<file path="src/rtl/ticc_pkg.sv">
package ticc_pkg;

  localparam int unsigned DataW  = 64;
  localparam int unsigned DimW   = 8;
  localparam int unsigned CntW   = 4;
  localparam int unsigned SelW   = 3;
  localparam int unsigned BitCntW = 6;

  // Register map: one 64-bit register per 8-byte slot, selected by paddr[3]
  localparam logic RegShapeRank = 1'b0;
  localparam logic RegDimSizes  = 1'b1;

  localparam logic ModeToIndex  = 1'b0;
  localparam logic ModeToCoords = 1'b1;

  typedef enum logic [1:0] {
    StIdle,
    StMac,
    StDiv,
    StFinish
  } ticc_state_e;

  typedef struct packed {
    logic            load;
    logic            load_mode;
    logic            mac_step;
    logic            div_step;
    logic            div_last;
    logic [SelW-1:0] sel;
    logic            out_load;
    logic            out_mode;
    logic [CntW-1:0] out_cnt;
  } ticc_cmd_t;

endpackage

</file>
<file path="src/rtl/ticc_dp.sv">
module ticc_dp
  import ticc_pkg::*;
(
  input  logic              clk_i,
  input  ticc_cmd_t         cmd_i,
  input  logic [DataW-1:0]  dimension_sizes_i,
  input  logic [DataW-1:0]  coordinates_in_i,
  input  logic [DataW-1:0]  linear_index_in_i,
  output logic [DataW-1:0]  linear_index_out_o,
  output logic [DataW-1:0]  coordinates_out_o,
  output logic [CntW-1:0]   coordinate_count_out_o
);

  logic [DataW-1:0]   coords_src_q, coords_src_d;
  logic [DataW-1:0]   acc_q, acc_d;
  logic [DimW-1:0]    rem_q, rem_d;
  logic [DataW-1:0]   coords_q, coords_d;
  logic [DataW-1:0]   lin_out_q, lin_out_d;
  logic [DataW-1:0]   coords_out_q, coords_out_d;
  logic [CntW-1:0]    cnt_out_q, cnt_out_d;

  logic [DimW-1:0]    dim_raw;
  logic [DimW-1:0]    dim;
  logic [DimW-1:0]    coord_byte;
  logic [DataW+DimW-1:0] product;
  logic [DataW-1:0]   mac_sum;
  logic [DimW:0]      rem_sh;
  logic               rem_ge;
  logic [DimW:0]      rem_diff;
  logic [DimW-1:0]    rem_new;

  assign dim_raw    = dimension_sizes_i[cmd_i.sel*DimW +: DimW];
  assign dim        = (dim_raw == '0) ? DimW'(1) : dim_raw;
  assign coord_byte = coords_src_q[cmd_i.sel*DimW +: DimW];

  // Horner step: acc * dim + coordinate, wrapping at the data width
  assign product = acc_q * dim;
  assign mac_sum = product[DataW-1:0] + DataW'(coord_byte);

  // Restoring radix-2 division step: quotient bits shift into acc from the bottom
  assign rem_sh   = {rem_q, acc_q[DataW-1]};
  assign rem_ge   = (rem_sh >= {1'b0, dim});
  assign rem_diff = rem_sh - {1'b0, dim};
  assign rem_new  = rem_ge ? rem_diff[DimW-1:0] : rem_sh[DimW-1:0];

  always_comb begin
    coords_src_d = coords_src_q;
    acc_d        = acc_q;
    rem_d        = rem_q;
    coords_d     = coords_q;
    if (cmd_i.load) begin
      coords_src_d = coordinates_in_i;
      acc_d        = (cmd_i.load_mode == ModeToCoords) ? linear_index_in_i : '0;
      rem_d        = '0;
      coords_d     = '0;
    end else if (cmd_i.mac_step) begin
      acc_d = mac_sum;
    end else if (cmd_i.div_step) begin
      acc_d = {acc_q[DataW-2:0], rem_ge};
      if (cmd_i.div_last) begin
        coords_d[cmd_i.sel*DimW +: DimW] = rem_new;
        rem_d = '0;
      end else begin
        rem_d = rem_new;
      end
    end
  end

  always_comb begin
    lin_out_d    = lin_out_q;
    coords_out_d = coords_out_q;
    cnt_out_d    = cnt_out_q;
    if (cmd_i.out_load) begin
      lin_out_d    = (cmd_i.out_mode == ModeToIndex) ? acc_q : '0;
      coords_out_d = (cmd_i.out_mode == ModeToCoords) ? coords_q : '0;
      cnt_out_d    = cmd_i.out_cnt;
    end
  end

  always_ff @(posedge clk_i) begin
    coords_src_q <= coords_src_d;
    acc_q        <= acc_d;
    rem_q        <= rem_d;
    coords_q     <= coords_d;
    lin_out_q    <= lin_out_d;
    coords_out_q <= coords_out_d;
    cnt_out_q    <= cnt_out_d;
  end

  assign linear_index_out_o     = lin_out_q;
  assign coordinates_out_o      = coords_out_q;
  assign coordinate_count_out_o = cnt_out_q;

endmodule

</file>
<file path="src/rtl/ticc_ctrl.sv">
module ticc_ctrl
  import ticc_pkg::*;
#(
  parameter int unsigned MAX_RANK = 8
) (
  input  logic            clk_i,
  input  logic            rst_ni,
  input  logic            in_valid_i,
  output logic            in_stall_o,
  input  logic            mode_i,
  input  logic [CntW-1:0] coordinate_count_i,
  input  logic [CntW-1:0] shape_rank_i,
  output logic            out_valid_o,
  input  logic            out_stall_i,
  output ticc_cmd_t       cmd_o
);

  localparam logic [CntW-1:0] MaxRank = CntW'(MAX_RANK);

  ticc_state_e         state_q, state_d;
  logic                mode_q, mode_d;
  logic [CntW-1:0]     n_q, n_d;
  logic [CntW-1:0]     k_q, k_d;
  logic [BitCntW-1:0]  bit_q, bit_d;
  logic                out_valid_q, out_valid_d;

  logic                accept;
  logic                out_free;
  logic [CntW-1:0]     rank_eff;
  logic [CntW-1:0]     count_eff;
  logic [CntW-1:0]     n_use;
  logic [CntW-1:0]     k_dec;

  assign rank_eff  = (shape_rank_i > MaxRank) ? MaxRank : shape_rank_i;
  assign count_eff = (coordinate_count_i > MaxRank) ? MaxRank : coordinate_count_i;
  assign n_use     = (rank_eff < count_eff) ? rank_eff : count_eff;
  assign k_dec     = k_q - CntW'(1);

  assign accept   = in_valid_i && (state_q == StIdle);
  assign out_free = !out_valid_q || !out_stall_i;

  // Next state
  always_comb begin
    state_d = state_q;
    unique case (state_q)
      StIdle: begin
        if (in_valid_i) begin
          state_d = (mode_i == ModeToCoords) ? StDiv : StMac;
        end
      end
      StMac: begin
        if (k_q == '0) begin
          state_d = StFinish;
        end
      end
      StDiv: begin
        if (k_q == n_q) begin
          state_d = StFinish;
        end
      end
      StFinish: begin
        if (out_free) begin
          state_d = StIdle;
        end
      end
      default: state_d = StIdle;
    endcase
  end

  // Outputs and counters
  always_comb begin
    cmd_o    = '0;
    mode_d   = mode_q;
    n_d      = n_q;
    k_d      = k_q;
    bit_d    = bit_q;
    cmd_o.out_mode = mode_q;
    cmd_o.out_cnt  = (mode_q == ModeToCoords) ? n_q : '0;
    unique case (state_q)
      StIdle: begin
        if (accept) begin
          cmd_o.load      = 1'b1;
          cmd_o.load_mode = mode_i;
          mode_d          = mode_i;
          bit_d           = '0;
          if (mode_i == ModeToCoords) begin
            n_d = rank_eff;
            k_d = '0;
          end else begin
            n_d = n_use;
            k_d = n_use;
          end
        end
      end
      StMac: begin
        cmd_o.sel = k_dec[SelW-1:0];
        if (k_q != '0) begin
          cmd_o.mac_step = 1'b1;
          k_d            = k_dec;
        end
      end
      StDiv: begin
        cmd_o.sel = k_q[SelW-1:0];
        if (k_q != n_q) begin
          cmd_o.div_step = 1'b1;
          cmd_o.div_last = &bit_q;
          bit_d          = bit_q + BitCntW'(1);
          if (&bit_q) begin
            k_d = k_q + CntW'(1);
          end
        end
      end
      StFinish: begin
        cmd_o.out_load = out_free;
      end
      default: ;
    endcase
  end

  always_comb begin
    if (cmd_o.out_load) begin
      out_valid_d = 1'b1;
    end else begin
      out_valid_d = out_valid_q && out_stall_i;
    end
  end

  always_ff @(posedge clk_i or negedge rst_ni) begin
    if (!rst_ni) begin
      state_q     <= StIdle;
      mode_q      <= 1'b0;
      n_q         <= '0;
      k_q         <= '0;
      bit_q       <= '0;
      out_valid_q <= 1'b0;
    end else begin
      state_q     <= state_d;
      mode_q      <= mode_d;
      n_q         <= n_d;
      k_q         <= k_d;
      bit_q       <= bit_d;
      out_valid_q <= out_valid_d;
    end
  end

  assign in_stall_o  = (state_q != StIdle);
  assign out_valid_o = out_valid_q;

endmodule

</file>
<file path="src/rtl/tensor_index_coordinate_converter.sv">
// Channel   Direction  Handshake              Payload
// input     in         in_valid_i/in_stall_o  mode, coordinates_in, coordinate_count,
//                                              linear_index_in
// output    out        out_valid_o/out_stall_i linear_index_out, coordinates_out,
//                                              coordinate_count_out
// config    in         APB (psel/penable)     shape_rank @0x0, dimension_sizes @0x8
//
// Mode 0 folds n = min(rank, count) coordinates after acceptance: one Horner
// multiply-add per cycle. Mode 1 splits the index into rank coordinates after acceptance:
// each dimension runs 64 steps on the radix-2 divider. The result then goes to the output
// register once it is free; a stalled output register holds the item back until it is.
// The next beat is taken once the result sits in the output register, even while stalled.
// Reset clears control state, sets rank to 0 and every dimension size to 1.
module tensor_index_coordinate_converter
  import ticc_pkg::*;
#(
  parameter int unsigned MAX_RANK = 8
) (
  input  logic             clk_i,
  input  logic             rst_ni,
  input  logic             in_valid_i,
  output logic             in_stall_o,
  input  logic             mode_i,
  input  logic [DataW-1:0] coordinates_in_i,
  input  logic [CntW-1:0]  coordinate_count_i,
  input  logic [DataW-1:0] linear_index_in_i,
  output logic             out_valid_o,
  input  logic             out_stall_i,
  output logic [DataW-1:0] linear_index_out_o,
  output logic [DataW-1:0] coordinates_out_o,
  output logic [CntW-1:0]  coordinate_count_out_o,
  input  logic             psel,
  input  logic             penable,
  input  logic             pwrite,
  input  logic [3:0]       paddr,
  input  logic [DataW-1:0] pwdata,
  output logic [DataW-1:0] prdata,
  output logic             pready
);

  logic [CntW-1:0]  shape_rank_q, shape_rank_d;
  logic [DataW-1:0] dim_sizes_q, dim_sizes_d;
  logic             cfg_write;
  ticc_cmd_t        cmd;

  assign pready    = 1'b1;
  assign cfg_write = psel && penable && pwrite && pready;

  always_comb begin
    shape_rank_d = shape_rank_q;
    dim_sizes_d  = dim_sizes_q;
    if (cfg_write) begin
      unique case (paddr[3])
        RegShapeRank: shape_rank_d = pwdata[CntW-1:0];
        RegDimSizes:  dim_sizes_d  = pwdata;
        default: ;
      endcase
    end
  end

  always_comb begin
    unique case (paddr[3])
      RegShapeRank: prdata = DataW'(shape_rank_q);
      RegDimSizes:  prdata = dim_sizes_q;
      default:      prdata = '0;
    endcase
  end

  always_ff @(posedge clk_i or negedge rst_ni) begin
    if (!rst_ni) begin
      shape_rank_q <= '0;
      dim_sizes_q  <= 64'h0101_0101_0101_0101;
    end else begin
      shape_rank_q <= shape_rank_d;
      dim_sizes_q  <= dim_sizes_d;
    end
  end

  ticc_ctrl #(
    .MAX_RANK(MAX_RANK)
  ) u_ctrl (
    .clk_i              (clk_i),
    .rst_ni             (rst_ni),
    .in_valid_i         (in_valid_i),
    .in_stall_o         (in_stall_o),
    .mode_i             (mode_i),
    .coordinate_count_i (coordinate_count_i),
    .shape_rank_i       (shape_rank_q),
    .out_valid_o        (out_valid_o),
    .out_stall_i        (out_stall_i),
    .cmd_o              (cmd)
  );

  ticc_dp u_dp (
    .clk_i                  (clk_i),
    .cmd_i                  (cmd),
    .dimension_sizes_i      (dim_sizes_q),
    .coordinates_in_i       (coordinates_in_i),
    .linear_index_in_i      (linear_index_in_i),
    .linear_index_out_o     (linear_index_out_o),
    .coordinates_out_o      (coordinates_out_o),
    .coordinate_count_out_o (coordinate_count_out_o)
  );

endmodule

</file>
<file path="config.mk">
export PLATFORM = sky130hd
export DESIGN_NAME = tensor_index_coordinate_converter
export DESIGN_NICKNAME = d
export VERILOG_FILES = /design/src/rtl/ticc_pkg.sv /design/src/rtl/ticc_dp.sv /design/src/rtl/ticc_ctrl.sv /design/src/rtl/tensor_index_coordinate_converter.sv
export SDC_FILE = /design/constraint.sdc
export NUM_CORES = 2
export LEC_CHECK = 0
export ABC_AREA = 1
export BUFFER_PORTS_ARGS = -buffer_cell sky130_fd_sc_hd__buf_2
export CORE_MARGIN = 2
export CORE_UTILIZATION = 45
export DETAILED_ROUTE_END_ITERATION = 6
export MAX_ROUTING_LAYER = met4
export PLACE_DENSITY_LB_ADDON = 0.15
export SLEW_MARGIN = 20
export SYNTH_ARGS = -nofsm -noshare
export SYNTH_HDL_FRONTEND = slang
export SYNTH_SLANG_ARGS = --single-unit
</file>
<file path="constraint.sdc">
create_clock -name clk_i -period 8 [get_ports clk_i]
set_input_delay 1.2 -clock clk_i [delete_from_list [all_inputs] [get_ports clk_i]]
set_output_delay 1.2 -clock clk_i [all_outputs]
set_load 0.02 [all_outputs]
</file>
==> results_dict.tcl <==
set metrics [dict create \
    outcome "complete, no violations" \
    synth_area_leader_cell "edfxtp_1" \
    clock-sinks 418 \
    final_area_sq_mm 0.0395 \
    worst-path-max-fanout 30 \
    required_ns 8.36 \
    crit_top_cell "nand2_1" \
    pin_count 407 \
    pre_cts_slack_ns 0.259 \
    first_global_vias 28400 \
    post-route-period-util_pct 93.5 \
    die_y_microns 281 \
    clkTransAtPathRegs_ns 0.06 \
    syn-num-nets 4774 \
    maxCapViolCount 0 \
    wl_per_cell_microns 18.2 \
    crit_type "flip-flop to flip-flop" \
    grt_usage_pct 26.6 \
    gp_congestion 0.939 \
    synthToLayoutAreaGrowth_pct 14.7 \
    syn_avg_cell_area_sq_um 8.49 \
    rsz0062_at_grt "false" \
    synth_top_family_by_area "adder cells" \
    cts.path.max_buffers 3 \
    synth.area.top_cells "edfxtp_1, fa_1, nand2_1, inv_1, nor2_1" \
    synth_top_area_share_pct 22.6 \
    critPathArrivalTime_ns 7.84 \
    vias 28100 \
    async_flop_share_pct 20.6 \
    fin_setup_tns_ns 0 \
    synth_edf_count 260 \
    min_period_ns 7.48 \
    portBuffers 402 \
    dieArea_sq_mm 0.0788 \
    die_w_microns 281 \
    antenna_found_initial 4 \
    clk_latency_ns 0.63 \
    drtIter0Drc 2098 \
    slew_headroom_pct 29.6 \
    cts_tree "built" \
    ant_nets 0 \
    seq_area_frac_synth_pct 33.1 \
    worstMarginPinSlew_ns 1.06 \
    endpoint_kind "flip-flop" \
    hold_path_class "input pin to asynchronous set/reset pin" \
    rows 101 \
    hpwl_microns 76100 \
    setup_viol_count_final 0 \
    yosysUniqueCellTypes 60 \
    ctsHtreeMaxLevel 2 \
    ys_warn_count 0 \
    critPathSlowestCell "fa_1" \
    critPathLaunchType "flip-flop" \
    synthCells 4058 \
    worst_slack_ns 0.522 \
    drive_gt1_share_pct 15.1 \
    synth_xor_area_share_pct 1.22 \
    ys_ff_latch 418 \
    core_area_sq_mm 0.0759 \
    grt_overflow 0 \
    root_buffer "clkbuf_16" \
    grt_pass1_wl_microns 159000 \
    synth.area.mux_share_pct 1.14 \
    initial_core_util_pct 45.4 \
    hold_viol 0 \
    cp_slowest_stage_delay_ns 0.59 \
    grt_start_max_net_pins 95 \
    placed_cell_area_sq_mm 0.0378 \
    synth_area_sq_mm 0.0345 \
    fin_skew_ns 0.0327 \
    vias_per_cell 5.11 \
    drc 0 \
    slew_violations 0 \
    nNetsFinal 5147 \
    max_freq_ghz 0.134 \
    firstDrtPassIters 5 \
    synth_compound_area_share_pct 9.60 \
    synthAdderAreaFrac_pct 26.2 \
    totalWireLength_microns 99900 \
    synth-simple-area-share_pct 18.6 \
    ys.flop_type "edfxtp_1" \
    numCtsBuffers 50 \
]
synth_stat cells (7+ instances only):
| cell type | number |
|---|---|
| dfxtp_1 | 72 |
| a21o_1 | 8 |
| o21a_1 | 11 |
| ha_1 | 152 |
| inv_1 | 733 |
| dfrtp_1 | 78 |
| o21bai_1 | 11 |
| buf_1 | 22 |
| nor3_1 | 29 |
| o22ai_1 | 13 |
| clkbuf_1 | 100 |
| o211ai_1 | 8 |
| nand3_2 | 7 |
| nand2_2 | 7 |
| xnor2_1 | 18 |
| inv_2 | 7 |
| fa_1 | 356 |
| nand3_1 | 112 |
| nor2_1 | 556 |
| o21ai_0 | 268 |
| nand4_1 | 15 |
| dfstp_2 | 8 |
| buf_2 | 15 |
| a21oi_1 | 255 |
| a211oi_1 | 7 |
| nand2_1 | 748 |
| edfxtp_1 | 260 |
| xor2_1 | 30 |
| nor2_4 | 30 |
| nor2_2 | 7 |
| mux2_2 | 34 |
per-layer routing:
layer | wire length, microns | vias to the layer above | GRT usage, %
li1 | - | 13500 | -
met1 | 44100 | 13700 | 36.0
met2 | 46700 | 812 | 41.9
met3 | 6020 | 146 | 3.56
met4 | 3130 | 0 | 7.75
met5 | 0 | - | -
state kept, by name (all words and copies together), names as in the netlist:
name                         flops
u_dp.coords_q                   64
u_dp.rem_q                       8
u_ctrl.k_q                       4
u_ctrl.mode_q                    1
u_ctrl.out_valid_o               1
u_dp.coordinate_count_out_o      4
u_ctrl.n_q                       4
u_dp.coords_src_q               64
u_ctrl.state_q                   2
u_dp.linear_index_out_o         64
u_ctrl.bit_q                     6
shape_rank_q                     4
u_dp.coordinates_out_o          64
dim_sizes_q                     64
u_dp.acc_q                      64
worst max-delay path: cells and delay by family, from the launching register on:
| kind | cells | cell delay (ns) |
|---|---|---|
| fa+ha+maj | 6 | 2.41 |
| simple gates | 13 | 1.60 |
| compound gates | 7 | 1.55 |
| buf+inv | 10 | 1.20 |
| flops | 1 | 0.41 |
through the flow:
step,util (%),hold WS [ns],instances
3_3_place_gp,49.7,0.448,5408
5_1_grt,52.0,0.448,5505
3_5_place_dp,49.7,0.467,5408
6_report,52.0,0.454,5505
2_1_floorplan,-,0.434,4058
4_1_cts,51.9,0.432,5502
cell usage in the layout, fill, tap and decap left out, drive strengths merged, types with 7 or more instances in the layout:
| cell type | count |
|---|---|
| buf | 472 |
| dfxtp | 72 |
| edfxtp | 260 |
| dfstp | 8 |
| a21oi | 257 |
| clkinv | 16 |
| o21ai | 268 |
| a21o | 8 |
| a211oi | 7 |
| o22ai | 13 |
| o21bai | 11 |
| nor2 | 593 |
| ha | 152 |
| nand4 | 15 |
| nor4 | 8 |
| mux2 | 34 |
| inv | 744 |
| nand2 | 760 |
| xor2 | 30 |
| xnor2 | 18 |
| fa | 356 |
| dfrtp | 78 |
| nand3 | 119 |
| o21a | 11 |
| nor3 | 29 |
| o211ai | 8 |
| clkbuf | 74 |
cells by family after synthesis:
family	count (synthesis)
buf+inv	895
xor+xnor	48
mux	35
fa+ha+maj	508
simple gates	1539
other cells	1
compound gates	614
flops	418
final cells by class:
type / count / area (sq um)
flip-flops and latches: 418 / 11400
clock inverters: 20 / 236
well taps: 1030 / 1290
repair buffers: 472 / 2670
inverters: 744 / 2800
clock buffers: 74 / 1440
multi-input cells: 2745 / 19700
fillers: 7301 / 36400
diodes: 2 / 5.00
what timing repair did:
item / in CTS / in global routing
resized for setup: 0 / 19
buffers inserted: 0 / 0
hold buffers: 0 / 0
endpoints found under the setup margin: 0 / 25
path summary, 6_finish.rpt:
path / from / end / slack, ns / cells past startpoint
min reg2reg: u_ctrl.bit_q[5] / u_ctrl.bit_q[5] / 0.47 / 1
max: u_ctrl.k_q[0] / u_dp.acc_q[41] / 0.52 / 36
max in group asynchronous: rst_ni / u_ctrl.mode_q / 6.25 / 2
max reg2reg: u_ctrl.k_q[0] / u_dp.acc_q[41] / 0.52 / 36
min in group clk_i: u_ctrl.bit_q[5] / u_ctrl.bit_q[5] / 0.47 / 1
min: rst_ni / dim_sizes_q[21] / 0.45 / 1
Power is left out: the tool's default activity adds up to more than one toggle a clock period on the data nets, which glitch-free logic cannot reach.
